### config.mk
export PLATFORM = sky130hd
export DESIGN_NAME = ptc_classify
export DESIGN_NICKNAME = d
export VERILOG_FILES = /design/src/ptc_pkg.sv /design/src/ptc_classify.sv
export SDC_FILE = /design/constraint.sdc
export NUM_CORES = 1
export LEC_CHECK = 0
export BUFFER_PORTS_ARGS = -buffer_cell sky130_fd_sc_hd__buf_2
export CAP_MARGIN = 20
export CORE_MARGIN = 2
export CORE_UTILIZATION = 50
export CTS_CLUSTER_SIZE = 14
export DETAILED_ROUTE_END_ITERATION = 8
export GPL_TIMING_DRIVEN = 0
export PLACE_DENSITY = 0.8
export SLEW_MARGIN = 20
export SYNTH_ARGS = -nofsm -noshare
export SYNTH_HDL_FRONTEND = slang
export SYNTH_SLANG_ARGS = --single-unit
### constraint.sdc
create_clock -name clk -period 1.5 [get_ports clk]
set_clock_uncertainty 0.2 [all_clocks]
set_input_delay 0.075 -clock clk [delete_from_list [all_inputs] [get_ports clk]]
set_output_delay 0.075 -clock clk [all_outputs]
set_load 0.02 [all_outputs]
### src/ptc_pkg.sv
// ptc_pkg: shared widths, payload structs and sign helpers for the
// point-in-triangle classifier. No dependencies.
`default_nettype none

package ptc_pkg;

    localparam int COORD_BITS  = 16;
    localparam int DIFF_W      = COORD_BITS + 1;
    localparam int PROD_W      = 2 * DIFF_W;
    localparam int CROSS_W     = PROD_W + 1;
    localparam int AREA_TOL_W  = 34;
    localparam int COORD_TOL_W = 16;
    localparam int AREA_CMP_W  = (CROSS_W > AREA_TOL_W) ? CROSS_W : AREA_TOL_W;
    localparam int COORD_CMP_W = (DIFF_W > COORD_TOL_W) ? DIFF_W : COORD_TOL_W;
    localparam int APB_ADDR_W  = 4;
    localparam int APB_DATA_W  = 64;

    // register index, taken from the 8-byte slot of the address
    localparam logic REG_AREA_TOL  = 1'b0;
    localparam logic REG_COORD_TOL = 1'b1;

    typedef logic signed [COORD_BITS-1:0] coord_t;
    typedef logic signed [DIFF_W-1:0]     diff_t;
    typedef logic signed [PROD_W-1:0]     prod_t;
    typedef logic signed [CROSS_W-1:0]    cross_t;
    typedef logic [AREA_TOL_W-1:0]        area_tol_t;
    typedef logic [COORD_TOL_W-1:0]       coord_tol_t;

    typedef enum logic [1:0] {
        LOC_OUTSIDE = 2'd0,
        LOC_EDGE    = 2'd1,
        LOC_INSIDE  = 2'd2
    } loc_t;

    typedef struct packed {
        diff_t x;
        diff_t y;
    } vec_t;

    // edge vectors and query offsets to each vertex
    typedef struct packed {
        vec_t bc;
        vec_t ca;
        vec_t ab;
        vec_t qa;
        vec_t qb;
        vec_t qc;
    } diff_set_t;

    typedef struct packed {
        prod_t l;
        prod_t r;
    } prod_pair_t;

    typedef struct packed {
        prod_pair_t bc_o;
        prod_pair_t bc_q;
        prod_pair_t ca_o;
        prod_pair_t ca_q;
        prod_pair_t ab_o;
        prod_pair_t ab_q;
        vec_t       qa;
        vec_t       qb;
        vec_t       qc;
    } prod_set_t;

    typedef struct packed {
        cross_t bc_o;
        cross_t bc_q;
        cross_t ca_o;
        cross_t ca_q;
        cross_t ab_o;
        cross_t ab_q;
        vec_t   qa;
        vec_t   qb;
        vec_t   qc;
    } cross_set_t;

    typedef struct packed {
        logic nz;
        logic neg;
    } sgn_t;

    typedef struct packed {
        logic zero;
        logic opp;
        logic seg;
    } edge_cls_t;

    function automatic sgn_t cross_sign(cross_t w, area_tol_t tol);
        logic [CROSS_W-1:0] mag;
        sgn_t               s;
        mag   = w[CROSS_W-1] ? $unsigned(-w) : $unsigned(w);
        s.neg = w[CROSS_W-1];
        s.nz  = AREA_CMP_W'(mag) > AREA_CMP_W'(tol);
        return s;
    endfunction

    function automatic sgn_t diff_sign(diff_t d, coord_tol_t tol);
        logic [DIFF_W-1:0] mag;
        sgn_t              s;
        mag   = d[DIFF_W-1] ? $unsigned(-d) : $unsigned(d);
        s.neg = d[DIFF_W-1];
        s.nz  = COORD_CMP_W'(mag) > COORD_CMP_W'(tol);
        return s;
    endfunction

    // side test of one edge plus segment membership of the query point
    function automatic edge_cls_t edge_class(cross_t c_opp, cross_t c_q, vec_t d1, vec_t d2,
                                             area_tol_t atol, coord_tol_t ctol);
        sgn_t      so;
        sgn_t      st;
        sgn_t      sx1;
        sgn_t      sx2;
        sgn_t      sy1;
        sgn_t      sy2;
        edge_cls_t r;
        so  = cross_sign(c_opp, atol);
        st  = cross_sign(c_q, atol);
        sx1 = diff_sign(d1.x, ctol);
        sx2 = diff_sign(d2.x, ctol);
        sy1 = diff_sign(d1.y, ctol);
        sy2 = diff_sign(d2.y, ctol);
        r.zero = !so.nz || !st.nz;
        r.opp  = so.neg != st.neg;
        if (st.nz)
            r.seg = 1'b0;
        else if (sx1.nz && sx2.nz)
            r.seg = sx1.neg != sx2.neg;
        else if (sy1.nz && sy2.nz)
            r.seg = sy1.neg != sy2.neg;
        else
            r.seg = 1'b0;
        return r;
    endfunction

endpackage

`default_nettype wire

### src/ptc_classify.sv
// ptc_classify: tolerance compare stage and final decision stage, which is
// also the output register. Depends on ptc_pkg.
`default_nettype none

module ptc_classify (
    input  wire logic                 clk,
    input  wire logic                 rst_n,
    input  wire logic                 in_valid,
    output logic                      up_hold,
    input  wire ptc_pkg::cross_set_t  in_data,
    input  wire ptc_pkg::area_tol_t   area_tol,
    input  wire ptc_pkg::coord_tol_t  coord_tol,
    output logic                      out_valid,
    input  wire logic                 down_hold,
    output ptc_pkg::loc_t             loc
);

    logic               e_valid_reg;
    logic               e_valid_next;
    ptc_pkg::edge_cls_t bc_reg;
    ptc_pkg::edge_cls_t bc_next;
    ptc_pkg::edge_cls_t ca_reg;
    ptc_pkg::edge_cls_t ca_next;
    ptc_pkg::edge_cls_t ab_reg;
    ptc_pkg::edge_cls_t ab_next;
    logic               e_load;
    logic               o_valid_reg;
    logic               o_valid_next;
    ptc_pkg::loc_t      loc_reg;
    ptc_pkg::loc_t      loc_next;
    ptc_pkg::loc_t      loc_calc;
    logic               o_load;

    assign o_load  = !(o_valid_reg && down_hold);
    assign e_load  = !(e_valid_reg && !o_load);
    assign up_hold = !e_load;

    assign bc_next = e_load ? ptc_pkg::edge_class(in_data.bc_o, in_data.bc_q, in_data.qb,
                                                  in_data.qc, area_tol, coord_tol) : bc_reg;
    assign ca_next = e_load ? ptc_pkg::edge_class(in_data.ca_o, in_data.ca_q, in_data.qc,
                                                  in_data.qa, area_tol, coord_tol) : ca_reg;
    assign ab_next = e_load ? ptc_pkg::edge_class(in_data.ab_o, in_data.ab_q, in_data.qa,
                                                  in_data.qb, area_tol, coord_tol) : ab_reg;

    // first edge with a zero side test decides when no side disagrees
    always_comb
    begin
        if (!bc_reg.zero && !ca_reg.zero && !ab_reg.zero
            && !bc_reg.opp && !ca_reg.opp && !ab_reg.opp)
            loc_calc = ptc_pkg::LOC_INSIDE;
        else if ((!bc_reg.zero && bc_reg.opp) || (!ca_reg.zero && ca_reg.opp)
                 || (!ab_reg.zero && ab_reg.opp))
            loc_calc = ptc_pkg::LOC_OUTSIDE;
        else if (bc_reg.zero)
            loc_calc = bc_reg.seg ? ptc_pkg::LOC_EDGE : ptc_pkg::LOC_OUTSIDE;
        else if (ca_reg.zero)
            loc_calc = ca_reg.seg ? ptc_pkg::LOC_EDGE : ptc_pkg::LOC_OUTSIDE;
        else
            loc_calc = ab_reg.seg ? ptc_pkg::LOC_EDGE : ptc_pkg::LOC_OUTSIDE;
    end

    assign e_valid_next = e_load ? in_valid : e_valid_reg;
    assign o_valid_next = o_load ? e_valid_reg : o_valid_reg;
    assign loc_next     = o_load ? loc_calc : loc_reg;

    always_ff @(posedge clk or negedge rst_n)
    begin
        if (!rst_n)
        begin
            e_valid_reg <= 1'b0;
            o_valid_reg <= 1'b0;
        end
        else
        begin
            e_valid_reg <= e_valid_next;
            o_valid_reg <= o_valid_next;
        end
    end

    always_ff @(posedge clk)
    begin
        bc_reg  <= bc_next;
        ca_reg  <= ca_next;
        ab_reg  <= ab_next;
        loc_reg <= loc_next;
    end

    assign out_valid = o_valid_reg;
    assign loc       = loc_reg;

endmodule

`default_nettype wire

# == After elaboration in Yosys (flattened, before gate mapping) ==
# Index checks and enable logic that the tools add are counted.
# Widths: inputs -> output; s select.
# word_totals
ff_bits,13
word_cells,103
# classes
add_sub_neg,12
reduce_logical,34
n_mux,23
n_lt_le_gt_ge,12
n_eq_ne,9
# op_table
operator,count
$gt 35x34->1,6
$mux 35,6
$neg 35->35,6
$gt 17x16->1,6
$mux 17,6
$neg 17->17,6
$logic_and 1x1->1,16
$logic_not 1->1,12
$mux 1,11
$ne 1x1->1,9
$logic_or 1x1->1,5
$reduce_or 2->1,1

# == Logic depth before layout (Yosys ltp) ==
# depth
depth_word,7
depth_mapped,19
ltp_nobuf,19

# == Least setup slack after synthesis ==
# Ideal clock, no wire load.
# synth_timing
path_kind,input-to-reg
startpoint,input port in_data[141] (netlist bit)
endpoint,register ab_reg[2] (netlist bit) (data pin)
required_time_ns,1.153
path_slack_ns,-2.839
setup_ns,0.147
stages,15
arrival_ns,3.992
path_buffers,0
path_cell_list,or3_1 > or3_1 > nand2b_1 > or4_4 > or4_1 > or2_1 > o31ai_1 > xnor2_1 > ha_1 > a21o_1 > a21oi_1 > o21ai_0 > or4_1 > o211a_1 > o21bai_1
# synth_between
elab_chain_cells,5
# synth_rtl
item,line_no,rtl
"start, declared",ptc_classify.sv:10,"input wire ptc_pkg::cross_set_t in_data,"
$neg 35->35,ptc_pkg.sv:93,mag = w[CROSS_W-1] ? $unsigned(-w) : $unsigned(w);
$mux 35 *,ptc_pkg.sv:93,
$gt 35x34->1 *,ptc_pkg.sv:95,s.nz = AREA_CMP_W'(mag) > AREA_CMP_W'(tol);
$logic_not 1->1 *,ptc_pkg.sv:124,r.zero = !so.nz || !st.nz;
$logic_or 1x1->1 *,ptc_pkg.sv:124,
"end signal, assigned",ptc_classify.sv:84,ab_reg <= ab_next;
"end, declared",ptc_classify.sv:24,ptc_pkg::edge_cls_t ab_reg;
# Every way passes the cells marked *; elsewhere a longest branch is shown, timed or not.
# A chain may end at the register's enable or synchronous reset.

# == Worst setup path after layout ==
# layout_timing
startpoint,input port in_data[142] (netlist bit)
endpoint,register ab_reg[2] (netlist bit) (data pin)
# The elaborated chain is that of the path after synthesis.

==> impl_metrics.env <==
export IMPL_area_growth_syn_to_layout_pct=26.1
export IMPL_synth_edff_count=11
export IMPL_rsz0062_at_grt="yes"
export IMPL_first_pass_iters=6
export IMPL_first_global_vias=15100
export IMPL_power_density_nw_per_um2=392
export IMPL_die_area_um2=27700
export IMPL_setup_reg_to_reg_worst_slack_ns=-0.15
export IMPL_synth_commonest_cells="312 x ha_1, 269 x xnor2_1, 148 x o21ai_0"
export IMPL_layout_cell_area_non_filler_um2=16600
export IMPL_filler_free_cell_count_of_the_finished_design=2477
export IMPL_cts_root_buf="clkbuf_16"
export IMPL_htreeDepth=1
export IMPL_p_total_w=0.00651
export IMPL_post_route_cells_drive_above_1_share_pct=24.1
export IMPL_finalMaxSlewViolations=0
export IMPL_yosys_top_cells_area="ha_1 30%, xnor2_1 18%, o21ai_0 5.6%, o31ai_1 4.2%, a21o_1 4.0%"
export IMPL_final_period_minus_worst_setup_slack_ns=4.43
export IMPL_netlist_instances=1727
export IMPL_worst_slew_pin_transition_ns=1.23
export IMPL_worst_hold_path_endpoint="e_valid_reg"
export IMPL_endpoint_class_of_the_critical_path="flip-flop"
export IMPL_crit_path_start_kind="input port"
export IMPL_ys_seq_area_share_pct=2.89
export IMPL_dpl_worst_slack_ns=-3.35
export IMPL_fin_nets=2798
export IMPL_synth_top_family_by_area="adder cells"
export IMPL_synth_top_cell_by_area="ha_1"
export IMPL_timing_final_hold_violations=0
export IMPL_crit_type="input port to flip-flop"
export IMPL_boundaryPins=370
export IMPL_placed_cell_area_um2=15600
export IMPL_report_final_setup_viol=8
export IMPL_cts_tree="done"
export IMPL_worstPathRequired_ns=1.37
export IMPL_maximum_number_of_pins_on_one_net_before_global_route_repair=12
export IMPL_die_h_um=166
export IMPL_dr_total_vias=15600
export IMPL_area_fraction_in_compound_gates_after_synthesis_pct=24.0
export IMPL_synth_fa_ha_area_share_pct=29.6
export IMPL_yosys_area_share_xor_xnor_pct=18.9
export IMPL_dr_first_iter_drc_count=1314
export IMPL_status="complete, but fails checks"
export IMPL_postSynth_asyncResetShare_pct=15.4
export IMPL_port_buffers=357
export IMPL_area_fraction_of_the_dominant_cell_type_after_synthesis_pct=29.6
export IMPL_worst_hold_startpoint="down_hold"
export IMPL_cell_with_the_biggest_individual_delay_on_the_critical_path="or4_4"
export IMPL_critical_path_peak_fanout=5
export IMPL_hold_path_cell_cnt=3
export IMPL_hp_class="input port to flip-flop"
export IMPL_clock_sink_count=13
export IMPL_detailedPlacementHpwl_um=40800
export IMPL_ys_seq_elements=13
export IMPL_violations="setup timing"
export IMPL_timing_final_ws_setup_ns=-2.93
export IMPL_fillers=2231
export IMPL_max_slew_margin_pct=16.9
export IMPL_synthMostInstantiatedCell="ha_1"
export IMPL_power_static_leakage_nw=7.54
export IMPL_clkSlewWorstSetupHoldPaths_ns=0.05
export IMPL_global_route_wire_length_before_repair_um=76900
export IMPL_gp_congestion=0.968
export IMPL_ys_warn_count=0
export IMPL_yosys_mux_area_fraction_pct=0
export IMPL_synth_flop_cell="edfxtp_1"
export IMPL_ant_nets=0
export IMPL_critical_path_reg2reg_startpoint="ab_reg[1]"
export IMPL_die_width_um=166
export IMPL_vdd_ir_drop_max_uv=329
export IMPL_core_area_um2=26000
export IMPL_ys_types=59
export IMPL_fmaxAchievable_mhz=226
export IMPL_avgRoutedWirePerCell_um=20.6
export IMPL_worst_r2r_path_depth=3
export IMPL_placedCellCount=2419
export IMPL_crit_path_max_incr_delay_ns=0.54
export IMPL_route_detailed_drc=0
export IMPL_synth_nets=2405
export IMPL_initial_utilization_pct=50.7
export IMPL_post_drt_via_cell_ratio=6.32
export IMPL_antenna_found_initial=24
export IMPL_synth_area_per_cell_um2=7.63
export IMPL_post_synth_and_or_nand_nor_area_fraction_pct=21.0
export IMPL_r2r_end="loc[0]"
export IMPL_wl_um=51000
export IMPL_arrival_time_at_the_worst_endpoint_ns=4.30
export IMPL_worstSkewPairLatency_ns=0.24
export IMPL_cts_buffers_inserted=3
export IMPL_timing_critical_path_cells="buf_2 > or3_4 > or3_4 > nand2b_4 > or4_4 > or4_4 > or2_4 > o31ai_4 > xnor2_1 > ha_1 > a21o_1 > a21oi_2 > o21ai_2 > or4_1 > o211a_1 > o21bai_2"
export IMPL_grt_util_all_layers_pct=34.0
export IMPL_globalRouteOverflowTotal=0
export IMPL_timing_final_crit_share_pct=295
export IMPL_placement_rows=59
export IMPL_synth_cell_area_um2=13200
export IMPL_timing_max_cap_violations=0
export IMPL_maximum_buffer_depth_of_the_clock_tree=2
==> critical path: cells and delay by family <==
family / cells / cell delay (ns)
XOR/XNOR: 1 / 0.15
adder cells (fa/ha/maj): 1 / 0.27
buffers and inverters: 1 / 0.11
AND/OR/NAND/NOR: 7 / 2.72
AO/OA/AOI/OAI: 6 / 0.95
==> through the flow <==
step	setup TNS (ns)	utilization (%)	hold WS (ns)
after floorplan	-14.39	-	-0.421
after global placement	-18.32	60.0	-0.340
after detailed placement	-18.56	60.0	-0.340
after CTS	-15.43	62.6	0.0915
after global routing	-16.29	63.9	0.0374
final	-15.48	63.9	0.0126
==> cell type report <==
type	instances	area [um^2]	share of cell area [%]
Antenna cell	23	57.6	0.346
Buffer	37	139	0.836
Clock buffer	3	75.1	0.452
Clock inverter	1	5.00	0.0301
Inverter	88	330	1.99
Multi-Input combinational cell	1589	13100	78.8
Sequential cell	13	380	2.29
Tap cell	335	419	2.52
Timing Repair Buffer	388	2110	12.7
==> logic make-up after synthesis <==
group,count (synthesis)
xor+xnor,285
compound gates,490
fa+ha+maj,312
buf+inv,125
simple gates,502
flops,13
==> placed cells by master (no fill, tap or decap), drive strengths merged, types with 11 or more instances in the layout <==
| cell | n |
|---|---|
| o21ai | 148 |
| nor2 | 50 |
| a21oi | 87 |
| a21o | 70 |
| ha | 312 |
| nor2b | 12 |
| nand4 | 62 |
| xor2 | 16 |
| diode | 23 |
| o31ai | 73 |
| edfxtp | 11 |
| xnor2 | 269 |
| o21a | 15 |
| nand3 | 39 |
| or4 | 35 |
| or3 | 50 |
| or2 | 18 |
| buf | 388 |
| inv | 88 |
| nand2 | 113 |
| clkbuf | 36 |
| o41ai | 41 |
| a211oi | 16 |
| nor4 | 25 |
| nor3 | 29 |
| nand2b | 42 |
==> where the power goes <==
part	internal [W]	leakage [nW]	total (W)	switching, W
Clock	0.000355	0.0410	0.000513	0.000157
Combinational	0.00244	7.37	0.00552	0.00307
Sequential	0.000455	0.132	0.000483	0.0000285
==> worst max-delay path by stage <==
| stage | from | end | cells past startpoint |
|---|---|---|---|
| after floorplan | in_data[141] | ab_reg[2] | 15 |
| after global placement | in_data[141] | ab_reg[2] | 16 |
| after detailed placement | in_data[141] | ab_reg[2] | 16 |
| after CTS | in_data[137] | ab_reg[2] | 18 |
| after global routing | in_data[137] | ab_reg[2] | 16 |
| final | in_data[142] | ab_reg[2] | 16 |
==> what timing repair did <==
item                                   in CTS  in global routing
buffers inserted                           18                  9
endpoints found under the hold margin       6                  0
setup endpoints to repair                   9                  9
pin swaps                                  46                 32
gates resized for setup                    76                 50
hold buffers                                4                  0
==> routing by layer <==
| metal | track usage [%] | part of all wire, % |
|---|---|---|
| met3 | 6.48 | 10 |
| met2 | 58.7 | 47 |
| met1 | 40.1 | 38 |
| met5 | 0 | 0.082 |
| met4 | 17.5 | 5.2 |
No activity file was read; power rests on OpenSTA's default activity.
