**src/ptc_pkg.sv**
```systemverilog
// ptc_pkg: shared widths, payload structs and sign helpers for the
// point-in-triangle classifier. No dependencies.
`default_nettype none

package ptc_pkg;

    localparam int COORD_BITS  = 16;
    localparam int DIFF_W      = COORD_BITS + 1;
    localparam int PROD_W      = 2 * DIFF_W;
    localparam int CROSS_W     = PROD_W + 1;
    localparam int AREA_TOL_W  = 34;
    localparam int COORD_TOL_W = 16;
    localparam int AREA_CMP_W  = (CROSS_W > AREA_TOL_W) ? CROSS_W : AREA_TOL_W;
    localparam int COORD_CMP_W = (DIFF_W > COORD_TOL_W) ? DIFF_W : COORD_TOL_W;
    localparam int APB_ADDR_W  = 4;
    localparam int APB_DATA_W  = 64;

    // register index, taken from the 8-byte slot of the address
    localparam logic REG_AREA_TOL  = 1'b0;
    localparam logic REG_COORD_TOL = 1'b1;

    typedef logic signed [COORD_BITS-1:0] coord_t;
    typedef logic signed [DIFF_W-1:0]     diff_t;
    typedef logic signed [PROD_W-1:0]     prod_t;
    typedef logic signed [CROSS_W-1:0]    cross_t;
    typedef logic [AREA_TOL_W-1:0]        area_tol_t;
    typedef logic [COORD_TOL_W-1:0]       coord_tol_t;

    typedef enum logic [1:0] {
        LOC_OUTSIDE = 2'd0,
        LOC_EDGE    = 2'd1,
        LOC_INSIDE  = 2'd2
    } loc_t;

    typedef struct packed {
        diff_t x;
        diff_t y;
    } vec_t;

    // edge vectors and query offsets to each vertex
    typedef struct packed {
        vec_t bc;
        vec_t ca;
        vec_t ab;
        vec_t qa;
        vec_t qb;
        vec_t qc;
    } diff_set_t;

    typedef struct packed {
        prod_t l;
        prod_t r;
    } prod_pair_t;

    typedef struct packed {
        prod_pair_t bc_o;
        prod_pair_t bc_q;
        prod_pair_t ca_o;
        prod_pair_t ca_q;
        prod_pair_t ab_o;
        prod_pair_t ab_q;
        vec_t       qa;
        vec_t       qb;
        vec_t       qc;
    } prod_set_t;

    typedef struct packed {
        cross_t bc_o;
        cross_t bc_q;
        cross_t ca_o;
        cross_t ca_q;
        cross_t ab_o;
        cross_t ab_q;
        vec_t   qa;
        vec_t   qb;
        vec_t   qc;
    } cross_set_t;

    typedef struct packed {
        logic nz;
        logic neg;
    } sgn_t;

    typedef struct packed {
        logic zero;
        logic opp;
        logic seg;
    } edge_cls_t;

    function automatic sgn_t cross_sign(cross_t w, area_tol_t tol);
        logic [CROSS_W-1:0] mag;
        sgn_t               s;
        mag   = w[CROSS_W-1] ? $unsigned(-w) : $unsigned(w);
        s.neg = w[CROSS_W-1];
        s.nz  = AREA_CMP_W'(mag) > AREA_CMP_W'(tol);
        return s;
    endfunction

    function automatic sgn_t diff_sign(diff_t d, coord_tol_t tol);
        logic [DIFF_W-1:0] mag;
        sgn_t              s;
        mag   = d[DIFF_W-1] ? $unsigned(-d) : $unsigned(d);
        s.neg = d[DIFF_W-1];
        s.nz  = COORD_CMP_W'(mag) > COORD_CMP_W'(tol);
        return s;
    endfunction

    // side test of one edge plus segment membership of the query point
    function automatic edge_cls_t edge_class(cross_t c_opp, cross_t c_q, vec_t d1, vec_t d2,
                                             area_tol_t atol, coord_tol_t ctol);
        sgn_t      so;
        sgn_t      st;
        sgn_t      sx1;
        sgn_t      sx2;
        sgn_t      sy1;
        sgn_t      sy2;
        edge_cls_t r;
        so  = cross_sign(c_opp, atol);
        st  = cross_sign(c_q, atol);
        sx1 = diff_sign(d1.x, ctol);
        sx2 = diff_sign(d2.x, ctol);
        sy1 = diff_sign(d1.y, ctol);
        sy2 = diff_sign(d2.y, ctol);
        r.zero = !so.nz || !st.nz;
        r.opp  = so.neg != st.neg;
        if (st.nz)
            r.seg = 1'b0;
        else if (sx1.nz && sx2.nz)
            r.seg = sx1.neg != sx2.neg;
        else if (sy1.nz && sy2.nz)
            r.seg = sy1.neg != sy2.neg;
        else
            r.seg = 1'b0;
        return r;
    endfunction

endpackage

`default_nettype wire

```
**src/ptc_regs.sv**
```systemverilog
// ptc_regs: APB-style register file holding the area and coordinate
// tolerances. Depends on ptc_pkg.
`default_nettype none

module ptc_regs (
    input  wire logic                           clk,
    input  wire logic                           rst_n,
    input  wire logic                           psel,
    input  wire logic                           penable,
    input  wire logic                           pwrite,
    input  wire logic [ptc_pkg::APB_ADDR_W-1:0] paddr,
    input  wire logic [ptc_pkg::APB_DATA_W-1:0] pwdata,
    output logic      [ptc_pkg::APB_DATA_W-1:0] prdata,
    output logic                                pready,
    output ptc_pkg::area_tol_t                  area_tol,
    output ptc_pkg::coord_tol_t                 coord_tol
);

    ptc_pkg::area_tol_t  area_tol_reg;
    ptc_pkg::area_tol_t  area_tol_next;
    ptc_pkg::coord_tol_t coord_tol_reg;
    ptc_pkg::coord_tol_t coord_tol_next;
    logic                wr_en;

    assign pready = 1'b1;
    assign wr_en  = psel && penable && pwrite;

    always_comb
    begin
        area_tol_next  = area_tol_reg;
        coord_tol_next = coord_tol_reg;
        if (wr_en)
        begin
            unique case (paddr[3])
                ptc_pkg::REG_AREA_TOL:
                    area_tol_next = pwdata[ptc_pkg::AREA_TOL_W-1:0];
                ptc_pkg::REG_COORD_TOL:
                    coord_tol_next = pwdata[ptc_pkg::COORD_TOL_W-1:0];
                default:
                    area_tol_next = area_tol_reg;
            endcase
        end
    end

    always_ff @(posedge clk or negedge rst_n)
    begin
        if (!rst_n)
        begin
            area_tol_reg  <= '0;
            coord_tol_reg <= '0;
        end
        else
        begin
            area_tol_reg  <= area_tol_next;
            coord_tol_reg <= coord_tol_next;
        end
    end

    always_comb
    begin
        unique case (paddr[3])
            ptc_pkg::REG_AREA_TOL:
                prdata = ptc_pkg::APB_DATA_W'(area_tol_reg);
            ptc_pkg::REG_COORD_TOL:
                prdata = ptc_pkg::APB_DATA_W'(coord_tol_reg);
            default:
                prdata = '0;
        endcase
    end

    assign area_tol  = area_tol_reg;
    assign coord_tol = coord_tol_reg;

endmodule

`default_nettype wire

```
**config.mk**
```make
export PLATFORM = sky130hd
export DESIGN_NAME = ptc_regs
export DESIGN_NICKNAME = d
export VERILOG_FILES = /design/src/ptc_pkg.sv /design/src/ptc_regs.sv
export SDC_FILE = /design/constraint.sdc
export NUM_CORES = 1
export LEC_CHECK = 0
export BUFFER_PORTS_ARGS = -buffer_cell sky130_fd_sc_hd__buf_2
export CAP_MARGIN = 10
export CORE_MARGIN = 10
export CORE_UTILIZATION = 30
export CTS_BUF_LIST = sky130_fd_sc_hd__clkbuf_8
export CTS_CLUSTER_DIAMETER = 50
export DETAILED_ROUTE_END_ITERATION = 7
export PLACE_DENSITY = 0.62
export SETUP_SLACK_MARGIN = 0.4
export SLEW_MARGIN = 20
export SYNTH_ARGS = -nofsm -noshare
export SYNTH_HDL_FRONTEND = slang
export SYNTH_SLANG_ARGS = --single-unit
export TNS_END_PERCENT = 1
```
**constraint.sdc**
```tcl
create_clock -name clk -period 3.4 [get_ports clk]
set_clock_uncertainty 0.2 [all_clocks]
set_input_delay 0.85 -clock clk [delete_from_list [all_inputs] [get_ports clk]]
set_output_delay 0.85 -clock clk [all_outputs]
set_load 0.005 [all_outputs]
```
# --- Word-level counts from Yosys, hierarchy flattened ---
# Index checks and enable logic that the tools add are counted.
totals:
  reg_bits: 50
  in_bits: 73
  ramBits: 0
  rom_bits: 0
  output_inout_bits: 115
  latchBits: 0
  mem_count: 0
classes:
  shift: 0
  n_addsub: 0
  mux: 1
  n_eq_ne: 0
  mul: 0
  bitwise_logic: 1
  order_cmp: 0
  div: 0
  reduce_logical: 4
op_table:
  columns: ["op", "count"]
  rows:
  - ["$pmux W64 S2", 1]
  - ["$reduce_and A2 Y1", 2]
  - ["$logic_and A1 B1 Y1", 2]
  - ["$not A1 Y1", 1]

# --- Logic depth before layout (Yosys ltp) ---
# Gate-level depths: netlist of the first run.
depth:
  word_depth: 3
  depth_mapped: 4
  mapped_depth_nobuf: 2

# --- Worst setup path before layout of the first run ---
# OpenSTA, ideal clock, no wires.
synth_path:
  path_kind: "input port to output port"
  from: "in paddr[3] (netlist name)"
  to: "out prdata[10] (netlist name)"
  setup_slack_ns: 0.828
  t_required_ns: 2.350
  path_stages: 3
  path_buffers: 2
  t_arrival_ns: 1.522
  cell_sequence: "buf_6 > buf_2 > mux2_2"
synth_via:
  elab_chain_cells: 2
synth_lines:
  columns: ["element", "line_no", "source"]
  rows:
  - ["start, declared", "ptc_regs.sv:11", "input wire logic [ptc_pkg::APB_ADDR_W-1:0] paddr,"]
  - ["$not A1 Y1 (no line)", null, null]
  - ["$pmux W64 S2 *", "ptc_regs.sv:61", "unique case (paddr[3])"]
  - ["end, declared", "ptc_regs.sv:13", "output logic [ptc_pkg::APB_DATA_W-1:0] prdata,"]
# Every way passes the cells marked *; elsewhere a longest branch is shown, timed or not. The select of a mux whose other input is x is not followed.

# --- Final worst setup path of the first run ---
layout_path:
  from: "in paddr[3] (netlist name)"
  to: "out prdata[15] (netlist name)"
# Same word-level chain as after synthesis.

==> summary.txt, run 1 <==
Critical path
  • Crit-path max FO: 25
  • Critical path endpoint category: output port
  • Crit-path max cell delay: roughly 0.34 ns
  • Crit path launch type: input port
  • Cell repeated most along the worst path: buf_2
  • Worst endpoint required time: approximately 2.4 ns
  • CP cell instances: buf_2 > buf_12 > mux2_2 > buf_2
  • Critical path's slowest cell: mux2_2
  • Data arrival time of the worst path: approximately 1.9 ns
  • Kind of critical path: input port to output port

Status
  • Status: completed

Final layout
  • Share of cells above drive strength 1: about two thirds
  • Diode count: 0
  • Multi-input logic area: around 1100 um2
  • Most common cell after layout, fill and taps aside: buf_2
  • Largest register FFs: 34
  • FF+latch area: ~1300 um2
  • Layout area overhead: 26.60%
  • Most frequent cells in the layout: buf_2 (123), dfrtp_1 (50), mux2_2 (36)
  • Final net count: around 370
  • Fillers: a little over 800

CTS
  • CTS clock-pin slew for the worst setup and hold paths: around 0.08 ns
  • CTS tree: yes
  • Post-CTS Hold Buffers: 0
  • Total clock sinks: 50
  • Skew-Pair Late Insertion Delay: around 0.29 ns
  • Total CTS buffers: 5
  • Post-cts gate resize count: 0
  • CTS root buf: clkbuf_8
  • CTS H-tree depth: 2
  • Bufs on Longest Clock Path: 2
  • Setup bufs post-CTS: 0

GRT
  • GRT overflow: 0
  • Vias in the first global route: between 1.5k and 2k
  • Gr usage total: 10.26%
  • First-pass GRT wire length: between 10,000 and 15,000 um
  • Largest net degree at the start of global routing: 32
  • Initial antenna violation count: 0

Route
  • WL final: 6737 um
  • Drt wl/cell: 16.63 um
  • Routed Antenna Nets: 0
  • Initial DRC Count: 28
  • Pre-Repair DR Iteration Count: 4
  • Top layer in use: met4
  • Vias/cell: ~4.2
  • Routed met2 length: approximately 3400 um
  • Remaining DRCs: 0
  • DR WL met3: about 740 um
  • Vias: roughly 1.7k
  • WL met1: about 2600 um

STA
  • Final Cycle Share: 86.01%
  • Final Hold Fails: 0
  • Slew HR: a little over half
  • Final Worst Setup Slack: 0.4758 ns
  • Setup total negative slack: 0 ns
  • Max Slew Vio Count: 0
  • Slew @ Worst Pin: approximately 0.70 ns
  • Final setup fails: 0
  • Fmax: about 340 MHz
  • Min Tclk post-route: around 3 ns
  • RSZ-0062 raised after global routing: no

Hold path
  • Hold Path Class: flop to flop

Yosys
  • Distinct cells, synth: 11
  • Post-synthesis sequential area ratio: slightly below 50%
  • Cells after Synth: about 180
  • Syn_area_per_cell: approximately 15 um2
  • Mapped cell area: roughly 2600 um2
  • Yosys Warn Count: 0
  • Register bit total from synthesis: 50

Place
  • Pre-CTS setup slack: approximately 0.46 ns
  • GP Congestion: 0.6739
  • IO Port Bufs: 123
  • Post-DP HPWL: a little over 5000 um

Die
  • Die area: 12,660 um2
  • DIE WIDTH: 112.5 um
  • I/O pins: around 190
  • Placement Rows: 33
  • Initial Utilization: 31.11%
  • Die Span Y: 112.5 um
  • Core Area: about 8300 um2

Power and ir drop
  • Power per Cell Area: 522.5 nW/um2
  • VDD IR max: around 180 uV
  • LEAKAGE: around 1.8 nW

Run
  • Total of max-cap violations: 0
==> cells by family (layout without fill, tap and decap cells) <==
family                 count (synthesis)  after routing  share of synthesized area (%)
and+or+nand+nor                       20             20                          6.137
other                                  2             31                         0.2924
buffers and inverters                 39            133                          11.54
DFF                                   50             50                          48.71
muxes                                 66             66                          33.32
==> per-stage QoR <==
| stage | area (um2) | power [mW] | hold slack, ns | cells | utilization (%) |
|---|---|---|---|---|---|
| detailed placement | 3176 | 1.405 | 0.3103 | 398 | 38.45 |
| CTS | 3252 | 1.744 | 0.3328 | 405 | 39.38 |
| floorplan | 2678 | 1.127 | 0.3187 | 206 | - |
| global placement | 3176 | 1.391 | 0.3030 | 398 | 38.45 |
| global route | 3252 | 1.827 | 0.3511 | 405 | 39.38 |
| finish | 3252 | 1.699 | 0.3282 | 405 | 39.38 |
==> worst max-delay path: cells and delay by family <==
family / cells / cell delay, ns
buffers and inverters: 3 / 0.67
multiplexers: 1 / 0.34
==> synthesized netlist by cell type <==
master    number  area share [%]
nand4b_4       1            0.93
dfrtp_1       50              49
mux2_2        36              16
buf_4         31             9.1
nand4_4        1            0.83
conb_1         2            0.29
clkbuf_1       1            0.15
mux2_4        30              18
buf_2          3            0.58
nor2b_1       18             4.4
buf_6          4             1.8
==> path summary, 6_finish.rpt <==
check,start,to,slack (ns),cells past startpoint
min in group asynchronous,rst_n,area_tol[25],0.39,1
worst max-delay path,paddr[3],prdata[15],0.48,4
worst min-delay path,coord_tol[7],coord_tol[7],0.33,1
worst max register to register,area_tol[4],area_tol[4],2.41,1
worst min register to register,coord_tol[7],coord_tol[7],0.33,1
max in group asynchronous,rst_n,coord_tol[7],1.86,2
==> metal layers <==
layer,GRT usage [%],up-vias
met2,17.19,79
li1,-,782
met1,11.24,829
met3,5.325,2
met5,0,-
met4,2.538,0
==> power by group <==
part / internal (mW) / switching [mW] / leakage (nW)
clock: 0.136 / 0.185 / 0.0466
sequential: 0.726 / 0.0937 / 0.600
combinational: 0.349 / 0.209 / 1.14
total: 1.21 / 0.488 / 1.79
==> cell type report <==
class | count | share of cell area [%]
clock buffer | 5 | 2.116
tap | 105 | 4.040
multi-input combinational | 117 | 34.74
clock inverter | 2 | 0.2309
timing repair buffer | 126 | 20.39
sequential | 50 | 38.48
No activity file was read; power rests on OpenSTA's default activity.
==> run 2: changes to the inputs <==
--- a/config.mk
+++ b/config.mk
@@ -7,13 +7,15 @@
 export LEC_CHECK = 0
 export BUFFER_PORTS_ARGS = -buffer_cell sky130_fd_sc_hd__buf_2
 export CAP_MARGIN = 10
+export CELL_PAD_IN_SITES_DETAIL_PLACEMENT = 1
+export CELL_PAD_IN_SITES_GLOBAL_PLACEMENT = 1
 export CORE_MARGIN = 10
 export CORE_UTILIZATION = 30
 export CTS_BUF_LIST = sky130_fd_sc_hd__clkbuf_8
 export CTS_CLUSTER_DIAMETER = 50
 export DETAILED_ROUTE_END_ITERATION = 7
-export PLACE_DENSITY = 0.62
-export SETUP_SLACK_MARGIN = 0.4
+export PLACE_DENSITY = 0.8
+export SETUP_SLACK_MARGIN = 0.02
 export SLEW_MARGIN = 20
 export SYNTH_ARGS = -nofsm -noshare
 export SYNTH_HDL_FRONTEND = slang
==> summary.txt, run 2 (same netlist as run 1, synthesis figures left out) <==
CTS
  • Post-cts gate resize count: 0 (unchanged)
  • CTS root buf: clkbuf_8 (unchanged)
  • Bufs on Longest Clock Path: 2 (unchanged)
  • Setup bufs post-CTS: 0 (unchanged)
  • CTS H-tree depth: 2 (unchanged)
  • Post-CTS Hold Buffers: 0 (unchanged)
  • Total clock sinks: 50 (unchanged)
  • Skew-Pair Late Insertion Delay: 0.29 ns (about the same)
  • CTS clock-pin slew for the worst setup and hold paths: 0.09 ns (was 0.08 ns)
  • CTS tree: yes (unchanged)
  • Total CTS buffers: 5 (unchanged)

Die
  • Die area: 12,660 um2 (unchanged)
  • I/O pins: 188 (unchanged)
  • Placement Rows: 33 (unchanged)
  • Initial Utilization: 31.11% (unchanged)
  • Core Area: 8258 um2 (unchanged)
  • DIE WIDTH: 112.5 um (unchanged)
  • Die Span Y: 112.5 um (unchanged)

Power and ir drop
  • Sw frac: 29.18% (was 28.70%)
  • VDD IR max: 248.8 uV (was 175.1 uV)
  • Power share of the clock group: 20.5% (was 18.9%)
  • Internal Pwr Total: 1.238 mW (was 1.212 mW)
  • Switching Power: 510.1 uW (was 487.6 uW)
  • LEAKAGE: 1.777 nW (was 1.786 nW)
  • Seq pwr share: 47.2% (was 48.2%)
  • Power, Total: 1.748 mW (was 1.699 mW)
  • Power per Cell Area: 538.7 nW/um2 (was 522.5 nW/um2)
  • Combinational share of power: 32.4% (was 32.8%)

Route
  • WL final: 7299 um (was 6737 um)
  • Remaining DRCs: 0 (unchanged)
  • Drt wl/cell: 17.98 um (was 16.63 um)
  • Pre-Repair DR Iteration Count: 4 (unchanged)
  • Routed Antenna Nets: 0 (unchanged)
  • Vias/cell: 4.303 (was 4.178)
  • Initial DRC Count: 31 (was 28)
  • Vias: 1,747 (was 1,692)

Place
  • Post-DP HPWL: 5856 um (was 5198 um)
  • IO Port Bufs: 123 (unchanged)
  • GP Congestion: 0.7135 (was 0.6739)
  • DP Area: 3151 um2 (was 3176 um2)
  • Placed Instances: 398 (unchanged)

Critical path
  • Critical path endpoint category: output port (unchanged)
  • Reg2reg start: area_tol[26] (was area_tol[4])
  • Reg2Reg Setup Slack: 2.40 ns (was 2.41 ns)
  • R2R Path End: area_tol[26] (was area_tol[4])
  • Kind of critical path: input port to output port (unchanged)
  • Reg2reg path depth: 1 (unchanged)
  • Worst endpoint required time: 2.35 ns (about the same)
  • CP cell instances: buf_2 > mux2_2 > buf_2 (was buf_2 > buf_12 > mux2_2 > buf_2)
  • Crit-path max cell delay: 0.48 ns (was 0.34 ns)
  • Cell repeated most along the worst path: buf_2 (unchanged)
  • Crit-path max FO: 23 (was 25)
  • Crit path launch type: input port (unchanged)
  • Data arrival time of the worst path: 1.87 ns (about the same)
  • Critical path's slowest cell: buf_2 (was mux2_2)

STA
  • Slew HR: 40.31% (was 53.37%)
  • Final Cycle Share: 86.01% (about the same)
  • RSZ-0062 raised after global routing: no (unchanged)
  • Final Hold Fails: 0 (unchanged)
  • Max Slew Vio Count: 0 (unchanged)
  • Slew @ Worst Pin: 0.8939 ns (was 0.6994 ns)
  • Fmax: 342.0 MHz (about the same)
  • Min Tclk post-route: 2.924 ns (about the same)
  • Setup total negative slack: 0 ns (unchanged)
  • Final setup fails: 0 (unchanged)

GRT
  • Initial antenna violation count: 0 (unchanged)
  • Gr usage total: 11.14% (was 10.26%)
  • Vias in the first global route: 2,067 (was 1,918)
  • GRT overflow: 0 (unchanged)
  • Largest net degree at the start of global routing: 35 (was 32)
  • First-pass GRT wire length: 11,590 um (was 10,720 um)

Final layout
  • Most common cell after layout, fill and taps aside: buf_2 (unchanged)
  • Share of cells above drive strength 1: 67.11% (was 66.33%)
  • Largest register FFs: 34 (unchanged)
  • Fillers: 945 (was 818)
  • Post-route cell area: 3246 um2 (was 3252 um2)
  • Final std cells w/o fill: 406 (was 405)
  • Multi-input logic area: 1130 um2 (unchanged)
  • Final net count: 373 (unchanged)
  • Final Util: 39.30% (was 39.38%)
  • Layout area overhead: 26.35% (was 26.60%)
  • FF+latch area: 1251 um2 (unchanged)
  • Most frequent cells in the layout: buf_2 (123), dfrtp_1 (50), mux2_2 (36) (unchanged)
  • Diode count: 0 (unchanged)

Run
  • Total of max-cap violations: 0 (unchanged)

Hold path
  • Hold Path Class: input port to async pin (was flop to flop)

Status
  • Status: completed (unchanged)
==> run 2: cell count changes in the layout (fill, tap and decap cells not counted) <==
cell        before  now
buf_12           2    0
buf_4            1    3
clkbuf_8         5    6
clkinv_2         0    1
clkinvlp_4       0    1
inv_1            2    0
==> run 2: layout make-up <==
| class | instances | area share, % |
|---|---|---|
| clock buffers | 6 | 2.544 |
| clock inverters | 2 | 0.3855 |
| flip-flops and latches | 50 | 38.55 |
| repair buffers | 126 | 19.66 |
| well taps | 105 | 4.048 |
| multi-input cells | 117 | 34.81 |
==> run 2: how the worst max path moves through the flow <==
stage,startpoint,endpoint,slack (ns),cells after the start
floorplan,paddr[3],prdata[10],0.83,3
global placement,paddr[3],area_tol[16],0.45,3
detailed placement,paddr[3],area_tol[26],0.43,3
CTS,paddr[3],prdata[3],0.45,3
global route,paddr[3],prdata[24],0.40,4
finish,paddr[3],prdata[11],0.48,3
==> run 2: power groups by stage <==
stage / Sequential (mW) / Combinational [mW] / Clock, mW
after floorplan: 0.831 / 0.296 / 0
after global placement: 0.825 / 0.567 / 0
after detailed placement: 0.836 / 0.584 / 0
after CTS: 0.826 / 0.585 / 0.374
after global routing: 0.848 / 0.624 / 0.407
final: 0.825 / 0.566 / 0.358
==> run 2: per-stage QoR <==
step	hold slack, ns	worst slack [ns]
after floorplan	0.3187	0.8279
after global placement	0.3024	0.4535
after detailed placement	0.3110	0.4253
after CTS	0.3158	0.4527
after global routing	0.3237	0.3973
final	0.3047	0.4757
==> run 2: layer usage <==
| metal | global-route usage, % | up-vias | wire length, um |
|---|---|---|---|
| li1 | - | 785 | - |
| met1 | 11.40 | 885 | 2666 |
| met2 | 20.47 | 72 | 3971 |
| met3 | 4.420 | 5 | 592 |
| met4 | 3.046 | 0 | 69 |
| met5 | 0 | - | 0 |
==> run 2: critical path, delay by kind of cell <==
family   cells  cell delay [ns]
mux          1             0.40
buf+inv      2             0.62
